$ cat src/rtl/hrlp_pkg.sv
// shared types and constants for the http request line parser
package hrlp_pkg;

	localparam int unsigned METHOD_CAPACITY_DEF  = 16;
	localparam int unsigned PATH_CAPACITY_DEF    = 2048;
	localparam int unsigned VERSION_CAPACITY_DEF = 16;

	localparam logic [15:0] MIN_LINE = 16'd14;

	localparam logic [7:0] CH_CR    = 8'h0d;
	localparam logic [7:0] CH_LF    = 8'h0a;
	localparam logic [7:0] CH_SP    = 8'h20;
	localparam logic [7:0] CH_UP_A  = 8'h41;
	localparam logic [7:0] CH_LO_Z  = 8'h7a;
	localparam logic [7:0] CH_BANG  = 8'h21;
	localparam logic [7:0] CH_TILDE = 8'h7e;

	typedef enum logic [2:0] {
		PH_METHOD    = 3'd0,
		PH_PATH      = 3'd1,
		PH_VERSION   = 3'd2,
		PH_EXPECT_LF = 3'd3,
		PH_DONE      = 3'd4
	} phase_t;

	typedef enum logic [2:0] {
		ST_RUNNING    = 3'd0,
		ST_COMPLETE   = 3'd1,
		ST_INCOMPLETE = 3'd2,
		ST_MALFORMED  = 3'd3,
		ST_TOO_LONG   = 3'd4,
		ST_IGNORED    = 3'd5
	} status_t;

	typedef enum logic [1:0] {
		FK_NONE    = 2'd0,
		FK_METHOD  = 2'd1,
		FK_PATH    = 2'd2,
		FK_VERSION = 2'd3
	} field_kind_t;

	typedef struct packed {
		phase_t      phase;
		logic [10:0] field_count;
		logic [15:0] byte_position;
		logic [15:0] latched_length;
	} parse_state_t;

	typedef struct packed {
		field_kind_t kind;
		logic [10:0] index;
		logic [7:0]  data;
		status_t     status;
		logic [15:0] line_length;
	} parse_result_t;

endpackage

$ cat src/rtl/hrlp_step.sv
// next-state and result logic for one byte of the request line
module hrlp_step #(
	parameter int unsigned METHOD_CAPACITY  = hrlp_pkg::METHOD_CAPACITY_DEF,
	parameter int unsigned PATH_CAPACITY    = hrlp_pkg::PATH_CAPACITY_DEF,
	parameter int unsigned VERSION_CAPACITY = hrlp_pkg::VERSION_CAPACITY_DEF
) (
	input  hrlp_pkg::parse_state_t  cur,
	input  logic [7:0]              in_byte,
	input  logic                    first_of_buffer,
	input  logic [15:0]             buffer_length,
	output hrlp_pkg::parse_state_t  nxt,
	output hrlp_pkg::parse_result_t res
);

	localparam logic [11:0] M_CAP = 12'(METHOD_CAPACITY);
	localparam logic [11:0] P_CAP = 12'(PATH_CAPACITY);
	localparam logic [11:0] V_CAP = 12'(VERSION_CAPACITY);

	hrlp_pkg::parse_state_t st;
	hrlp_pkg::status_t      sts;
	logic [11:0]            cap;
	logic [11:0]            fc_inc;
	logic [16:0]            pos_inc;
	logic                   allowed;

	always_comb begin
		st = cur;
		if (first_of_buffer) begin
			st.phase          = hrlp_pkg::PH_METHOD;
			st.field_count    = '0;
			st.byte_position  = '0;
			st.latched_length = buffer_length;
		end

		unique case (st.phase)
			hrlp_pkg::PH_METHOD: begin
				cap     = M_CAP;
				allowed = (in_byte >= hrlp_pkg::CH_UP_A) && (in_byte <= hrlp_pkg::CH_LO_Z);
			end
			hrlp_pkg::PH_PATH: begin
				cap     = P_CAP;
				allowed = (in_byte >= hrlp_pkg::CH_BANG) && (in_byte <= hrlp_pkg::CH_TILDE);
			end
			default: begin
				cap     = V_CAP;
				allowed = (in_byte >= hrlp_pkg::CH_BANG) && (in_byte <= hrlp_pkg::CH_LO_Z);
			end
		endcase

		fc_inc  = {1'b0, st.field_count} + 12'd1;
		pos_inc = {1'b0, st.byte_position} + 17'd1;

		nxt             = st;
		sts             = hrlp_pkg::ST_RUNNING;
		res.kind        = hrlp_pkg::FK_NONE;
		res.index       = '0;
		res.data        = in_byte;
		res.line_length = '0;

		priority if (st.phase == hrlp_pkg::PH_DONE) begin
			sts = hrlp_pkg::ST_IGNORED;
		end else if (st.latched_length < hrlp_pkg::MIN_LINE) begin
			sts = hrlp_pkg::ST_INCOMPLETE;
		end else if (st.phase == hrlp_pkg::PH_EXPECT_LF) begin
			if (in_byte == hrlp_pkg::CH_LF) begin
				sts             = hrlp_pkg::ST_COMPLETE;
				res.line_length = pos_inc[15:0];
			end else begin
				sts = hrlp_pkg::ST_MALFORMED;
			end
		end else if (in_byte == hrlp_pkg::CH_SP) begin
			if (st.phase == hrlp_pkg::PH_VERSION || st.field_count == '0) begin
				sts = hrlp_pkg::ST_MALFORMED;
			end else begin
				nxt.phase       = (st.phase == hrlp_pkg::PH_METHOD) ? hrlp_pkg::PH_PATH
				                                                  : hrlp_pkg::PH_VERSION;
				nxt.field_count = '0;
			end
		end else if (st.phase == hrlp_pkg::PH_VERSION && in_byte == hrlp_pkg::CH_CR) begin
			if (st.field_count == '0) begin
				sts = hrlp_pkg::ST_MALFORMED;
			end else begin
				nxt.phase = hrlp_pkg::PH_EXPECT_LF;
			end
		end else if (!allowed) begin
			sts = hrlp_pkg::ST_MALFORMED;
		end else if (fc_inc >= cap) begin
			sts = hrlp_pkg::ST_TOO_LONG;
		end else begin
			unique case (st.phase)
				hrlp_pkg::PH_METHOD: res.kind = hrlp_pkg::FK_METHOD;
				hrlp_pkg::PH_PATH:   res.kind = hrlp_pkg::FK_PATH;
				default:             res.kind = hrlp_pkg::FK_VERSION;
			endcase
			res.index       = st.field_count;
			nxt.field_count = fc_inc[10:0];
		end

		if (sts == hrlp_pkg::ST_RUNNING && pos_inc >= {1'b0, st.latched_length}) begin
			sts = hrlp_pkg::ST_INCOMPLETE;
		end

		if (sts != hrlp_pkg::ST_RUNNING && sts != hrlp_pkg::ST_IGNORED) begin
			nxt.phase = hrlp_pkg::PH_DONE;
		end
		if (sts != hrlp_pkg::ST_IGNORED) begin
			nxt.byte_position = pos_inc[15:0];
		end

		res.status = sts;
	end

endmodule

$ cat src/rtl/http_request_line_parser_core.sv
// top level of the http request line parser: input register, parse logic, result register
// Parses METHOD SP PATH SP VERSION CRLF one byte per item and returns one result per byte,
// with the byte's field, its index in that field and the parse status. Raise first_of_buffer
// on the first byte of each buffer; buffer_length is sampled with it. Throughput is one item
// per clock while result_ready is high; a stalled result holds the input register. Each item
// waits in the input register and moves into the result register once that register is free
// or being read, with the parse state updated at that edge. After a final status, bytes are
// reported as ignored until the next buffer.
module http_request_line_parser_core #(
	parameter int unsigned METHOD_CAPACITY  = hrlp_pkg::METHOD_CAPACITY_DEF,
	parameter int unsigned PATH_CAPACITY    = hrlp_pkg::PATH_CAPACITY_DEF,
	parameter int unsigned VERSION_CAPACITY = hrlp_pkg::VERSION_CAPACITY_DEF
) (
	input  logic        clk,
	input  logic        arst_n,
	input  logic        item_valid,
	output logic        item_ready,
	input  logic [7:0]  in_byte,
	input  logic        first_of_buffer,
	input  logic [15:0] buffer_length,
	output logic        result_valid,
	input  logic        result_ready,
	output logic [1:0]  field_kind,
	output logic [10:0] field_index,
	output logic [7:0]  out_byte,
	output logic [2:0]  status,
	output logic [15:0] line_length
);

	logic                    valid_s1;
	logic [7:0]              byte_s1;
	logic                    first_s1;
	logic [15:0]             length_s1;
	logic                    valid_s2;
	hrlp_pkg::parse_result_t res_s2;
	hrlp_pkg::parse_state_t  state_q;
	hrlp_pkg::parse_state_t  state_nxt;
	hrlp_pkg::parse_result_t res_nxt;
	logic                    advance;

	assign advance    = valid_s1 && (!valid_s2 || result_ready);
	assign item_ready = !valid_s1 || advance;

	hrlp_step #(
		.METHOD_CAPACITY  (METHOD_CAPACITY),
		.PATH_CAPACITY    (PATH_CAPACITY),
		.VERSION_CAPACITY (VERSION_CAPACITY)
	) u_step (
		.cur             (state_q),
		.in_byte         (byte_s1),
		.first_of_buffer (first_s1),
		.buffer_length   (length_s1),
		.nxt             (state_nxt),
		.res             (res_nxt)
	);

	always_ff @(posedge clk or negedge arst_n) begin
		if (!arst_n) begin
			valid_s1               <= 1'b0;
			valid_s2               <= 1'b0;
			state_q.phase          <= hrlp_pkg::PH_METHOD;
			state_q.field_count    <= '0;
			state_q.byte_position  <= '0;
			state_q.latched_length <= '0;
		end else begin
			if (item_ready) begin
				valid_s1 <= item_valid;
			end
			if (advance) begin
				valid_s2 <= 1'b1;
				state_q  <= state_nxt;
			end else if (result_ready) begin
				valid_s2 <= 1'b0;
			end
		end
	end

	always_ff @(posedge clk) begin
		if (item_ready && item_valid) begin
			byte_s1   <= in_byte;
			first_s1  <= first_of_buffer;
			length_s1 <= buffer_length;
		end
		if (advance) begin
			res_s2 <= res_nxt;
		end
	end

	assign result_valid = valid_s2;
	assign field_kind   = res_s2.kind;
	assign field_index  = res_s2.index;
	assign out_byte     = res_s2.data;
	assign status       = res_s2.status;
	assign line_length  = res_s2.line_length;

endmodule
$ cat config.mk
export PLATFORM = sky130hd
export DESIGN_NAME = http_request_line_parser_core
export DESIGN_NICKNAME = d
export VERILOG_FILES = /design/src/rtl/hrlp_pkg.sv /design/src/rtl/hrlp_step.sv /design/src/rtl/http_request_line_parser_core.sv
export SDC_FILE = /design/constraint.sdc
export NUM_CORES = 1
export LEC_CHECK = 0
export BUFFER_PORTS_ARGS = -buffer_cell sky130_fd_sc_hd__buf_4
export CAP_MARGIN = 20
export CELL_PAD_IN_SITES_DETAIL_PLACEMENT = 1
export CELL_PAD_IN_SITES_GLOBAL_PLACEMENT = 1
export CORE_UTILIZATION = 48
export DETAILED_ROUTE_END_ITERATION = 6
export PLACE_DENSITY = 0.89
export SLEW_MARGIN = 30
export SYNTH_ARGS = -nofsm -noshare
export SYNTH_HDL_FRONTEND = slang
export SYNTH_HIERARCHICAL = 1
export SYNTH_SLANG_ARGS = --single-unit
$ cat constraint.sdc
create_clock -name clk -period 5.4 [get_ports clk]
set_input_delay 0.27 -clock clk [delete_from_list [all_inputs] [get_ports clk]]
set_output_delay 0.27 -clock clk [all_outputs]
set_load 0.02 [all_outputs]
# [Word level (Yosys, flattened, before mapping)]
# Index checks and enable logic that the tools add are counted.
# W data, S select, Z words.
[word_totals] ff_bits=113 in_bits=29 out_inout_bits=42 wordCells=84
[classes] n_addsub=2 magnitude_cmp=7 n_eq_ne=8 mux=30 bitwise=3 reduce_logical=20
[ops] cell="$mux W14" n=5
[ops] cell="$mux W46" n=1
[ops] cell="$mux W11" n=3
[ops] cell="$mux W3" n=11
[ops] cell="$add A16 B1 Y17 const B" n=1
[ops] cell="$ge A17 B16 Y1" n=1
[ops] cell="$eq A8 B4 Y1 const B" n=2
[ops] cell="$le A8 B7 Y1 const B" n=2
[ops] cell="$lt A16 B4 Y1 const B" n=1
[ops] cell="$mux W16" n=1
[ops] cell="$add A11 B1 Y12 const B" n=1
[ops] cell="$ge A12 B12 Y1" n=1
[ops] cell="$mux W12" n=1
[ops] cell="$logic_not A11 Y1" n=1
[ops] cell="$eq A8 B6 Y1 const B" n=1
[ops] cell="$ge A8 B6 Y1 const B" n=1
[ops] cell="$ge A8 B7 Y1 const B" n=1
[ops] cell="$logic_and A1 B1 Y1" n=8
[ops] cell="$mux W2" n=4
[ops] cell="$reduce_or A7 Y1" n=1
[ops] cell="$eq A3 B2 Y1 const B" n=2
[ops] cell="$logic_not A3 Y1" n=2
[ops] cell="$pmux W2 S2" n=1
[ops] cell="$reduce_or A4 Y1" n=1
[ops] cell="10 further kinds" n=16

# [Depth between registers and ports, before layout]
[depth] ltp_word=17 mapped_depth=21 depth_no_buf=16

# [Cells and area by module]
# The synthesis kept the hierarchy.
[modules_own_cells] mod="http_request_line_parser_core" n_inst=1 cells_each=171 area_per_inst_um2=3871.2 seq_area_each_um2=3153.0
[modules_own_cells] mod="hrlp_step" n_inst=1 cells_each=398 area_per_inst_um2=2626.3 seq_area_each_um2=0.0

# [Least setup slack after synthesis]
# Ideal clock, no wire load.
[synth_timing] kind="register to register" start="register first_s1" end="register state_q[45] (netlist name)" setup_ns=0.125 t_arrival_ns=4.632 required_ns=5.275 path_slack_ns=0.643 stages_incl_launch_ff=21 n_path_buf=5 synth_period_minus_slack_ns=4.757 cell_sequence="edfxtp_1 > clkbuf_8 > buf_4 > buf_2 > clkbuf_1 > clkbuf_8 > nor2b_1 > ha_1 > nand3_1 > nor4_1 > nand3_1 > xor2_1 > nor2_1 > ha_1 > a21o_1 > a21oi_1 > o31ai_1 > a211o_1 > a211o_2 > or3_1 > mux2_2"
[synth_lines] item="start, declared" line_no="http_request_line_parser_core.sv:32" text="logic first_s1;"
[synth_lines] item="start signal, assigned" line_no="http_request_line_parser_core.sv:81" text="first_s1 <= first_of_buffer;"
[synth_lines] item="end signal, assigned" line_no="http_request_line_parser_core.sv:71" text="state_q <= state_nxt;"
[synth_lines] item="end, declared" line_no="http_request_line_parser_core.sv:36" text="hrlp_pkg::parse_state_t state_q;"

==> flow_summary.yaml <==
global_route:
  grt_max_degree: 49
  grt_overflow: 0
  grtUsageTotal_pct: 25.5
  grt_pass1_wl_um: 27100
  antenna_found_initial: 0
  first_global_vias: 5010
setup_path:
  end_kind: "flop"
  startpoint_type: "flop"
  cp.arrival_ns: 4.80
  slowest_stage: "nor4_1"
  crit_type: "reg -> reg"
  cp_data_required_time_ns: 5.71
  path_delay_family: "simple AND/OR/NAND/NOR gates"
  path_buf_inv: 0
  cp_cell_sequence: "nor2b_1, ha_1, nand3_1, nor4_1, nand3_1, xor2_1, nor2_1, ha_1, a21o_1, a21oi_1, o31ai_1, a211o_1, a211o_2, or3_1, mux2_2"
  slowest_delay_ns: 0.57
  cp_max_fo: 8
floorplan:
  die_y_um: 118
  start_util_pct: 49.1
  rows: 42
  die_x_um: 118
  core_region_area_um2: 13200
  io_pins: 71
  die_area_um2: 14000
clock_network:
  clock_sinks: 113
  clk-insertion-delay-late_ns: 0.42
  cts_root_buf: "clkbuf_16"
  cts_made_buffers: 17
  htree_levels: 4
  tritoncts: "done"
  postCtsResizedCells: 0
  hold_buffers: 1
  max-clock-path-buffers: 2
  postCtsSetupRepairBufs: 0
  path_clk_slew_ns: 0.06
routing:
  wl_per_cell_um: 20.7
  wl_um: 17000
  via_per_inst: 5.79
  drtIter0Drc: 296
  final_antenna_net_count: 0
  drt_pass1_iterations: 5
  vias: 4762
  drc: 0
timing:
  slew_headroom_pct: 46.3
  setup_violations: 0
  min_period_over_period_pct: 83.3
  hold_viol: 0
  rsz0062_at_grt: "false"
  tns_ns: 0
  worst_pin_slew_ns: 0.799
  skew_ns: 0.00799
  fmax_mhz: 222
  fin_crit_ns: 4.50
  slew_viol_final: 0
yosys:
  synth_seq_area_share_pct: 48.5
  synth_edf_count: 65
  synthFlopType: "edfxtp_1"
  avgSynthCellArea_um2: 11.4
  synthesis.instances: 569
  async_reset_ff_share_pct: 42.5
  synth_cell_type_count: 67
  synth_fp_nets: 619
  yosys_warnings: 6
  netlist_area_um2: 6500
  synth-seq-cells: 113
finish:
  fillers: 1403
  instances_no_fill: 822
  areaGrowthSynthToFinish_pct: 18.9
  final_area_um2: 7720
  final_common_cell: "buf_4"
  layout_common_cells: "buf_4 (76), edfxtp_1 (65), nor2_1 (49)"
  drive_above_1_share_pct: 26.9
  ff_latch_area_um2: 3150
  diodes: 0
  nNetsFinal: 683
  multiInputGateArea_um2: 3030
run:
  drv_cap: 0
hold_path:
  hold_class: "in -> reg"
pwr:
  irDropWorstVdd_mv: 0.246
  p_leak_nw: 3.23
  power_density_nw_per_um2: 362
place:
  dp.final_hpwl_um: 11500
  place_area_um2: 7050
  port_buffers: 70
  dp.cells: 789
  routabilityCongestion: 0.887
run_status:
  status: "finished, final reports clean"
==> per-layer routing <==
metal	global-route usage [%]	wire length (um)	vias up
met2	43.0	8520	123
met4	10.4	400	0
met3	4.63	726	27
li1	-	-	2210
met5	0	0	-
met1	32.3	7370	2402
==> worst register-to-register path: stages, from the launching register on <==
cell	delay (ns)
edfxtp_1	0.47
nor2b_1	0.33
ha_1	0.27
nand3_1	0.25
nor4_1	0.57
nand3_1	0.26
xor2_1	0.25
nor2_1	0.07
ha_1	0.32
a21o_1	0.17
a21oi_1	0.16
o31ai_1	0.10
a211o_1	0.26
a211o_2	0.30
or3_1	0.35
mux2_2	0.26
==> synth_stat cells (3+ instances only) <==
master,number,area [um^2]
inv_1,22,82.6
nor2_1,49,184
nand3b_1,4,30.0
nor2b_1,12,75.1
clkbuf_8,4,55.1
nor3_1,21,105
or3_1,9,56.3
edfxtp_1,65,1950
and2_1,4,25.0
xnor2_1,14,123
xor2_1,11,96.3
nand4b_1,3,26.3
buf_4,10,75.1
o21ai_0,12,60.1
buf_2,5,25.0
buf_6,5,56.3
a21o_1,6,45.0
mux2_2,20,225
nand4_1,9,56.3
mux2i_1,16,160
mux2_4,29,435
a31oi_1,4,25.0
nand3_1,15,75.1
nand2b_1,18,113
and3_1,6,37.5
o31ai_1,3,22.5
a211o_1,4,35.0
nor3b_1,5,37.5
nand2_1,34,128
a21oi_1,19,95.1
clkbuf_1,7,26.3
o211ai_1,6,45.0
ha_1,21,263
nor4_1,9,56.3
dfrtp_1,48,1200
==> registers in the layout, summed over array words and instances (netlist names) <==
signal	cells
byte_s1	8
field_kind	2
state_q	46
field_index	11
status	3
result_valid	1
valid_s1	1
first_s1	1
length_s1	16
line_length	16
out_byte	8
==> cell families after synthesis <==
group | Yosys count | synth area share, %
AND/OR/NAND/NOR | 215 | 17.8
flip-flops | 113 | 48.5
AO/OA/AOI/OAI | 75 | 8.51
multiplexers | 65 | 12.6
buffers and inverters | 54 | 4.99
XOR/XNOR | 25 | 3.37
adder cells (fa/ha/maj) | 22 | 4.22
==> metrics by stage <==
stage                     total power [mW]  util [%]  hold slack [ns]  setup slack (ns)
after floorplan                       1.38         -          -0.0256             0.643
after global placement                1.50      53.2            0.353              1.21
after detailed placement              1.53      53.2            0.354             0.951
after CTS                             2.81      58.3          0.00676             0.933
after global routing                  2.89      58.3          0.00873             0.490
final                                 2.80      58.3           0.0202             0.903
==> final cells by class <==
class                      count  area share, %
sequential                   113           40.8
multi-input combinational    402           39.2
timing repair buffer          77           7.52
clock buffer                  20           5.78
tap                          176           2.85
clock inverter                12           2.75
inverter                      22           1.07
==> power breakdown <==
group / total (mW) / internal (mW) / switching [mW]
clock network: 1.27 / 0.872 / 0.400
registers: 1.08 / 1.01 / 0.0671
logic: 0.446 / 0.199 / 0.247
==> path summary, 6_finish.rpt <==
check | cells past startpoint | end | slack [ns] | startpoint
max in group asynchronous | 2 | state_q[43] | 4.51 | arst_n
worst min register to register | 1 | state_q[15] | 0.51 | state_q[15]
worst max-delay path | 15 | state_q[45] | 0.90 | first_s1
worst min-delay path | 1 | length_s1[4] | 0.02 | buffer_length[4]
min in group asynchronous | 2 | state_q[25] | 0.43 | arst_n
worst max register to register | 15 | state_q[45] | 0.90 | first_s1
Note: power is estimated with default switching activity, not from simulation.
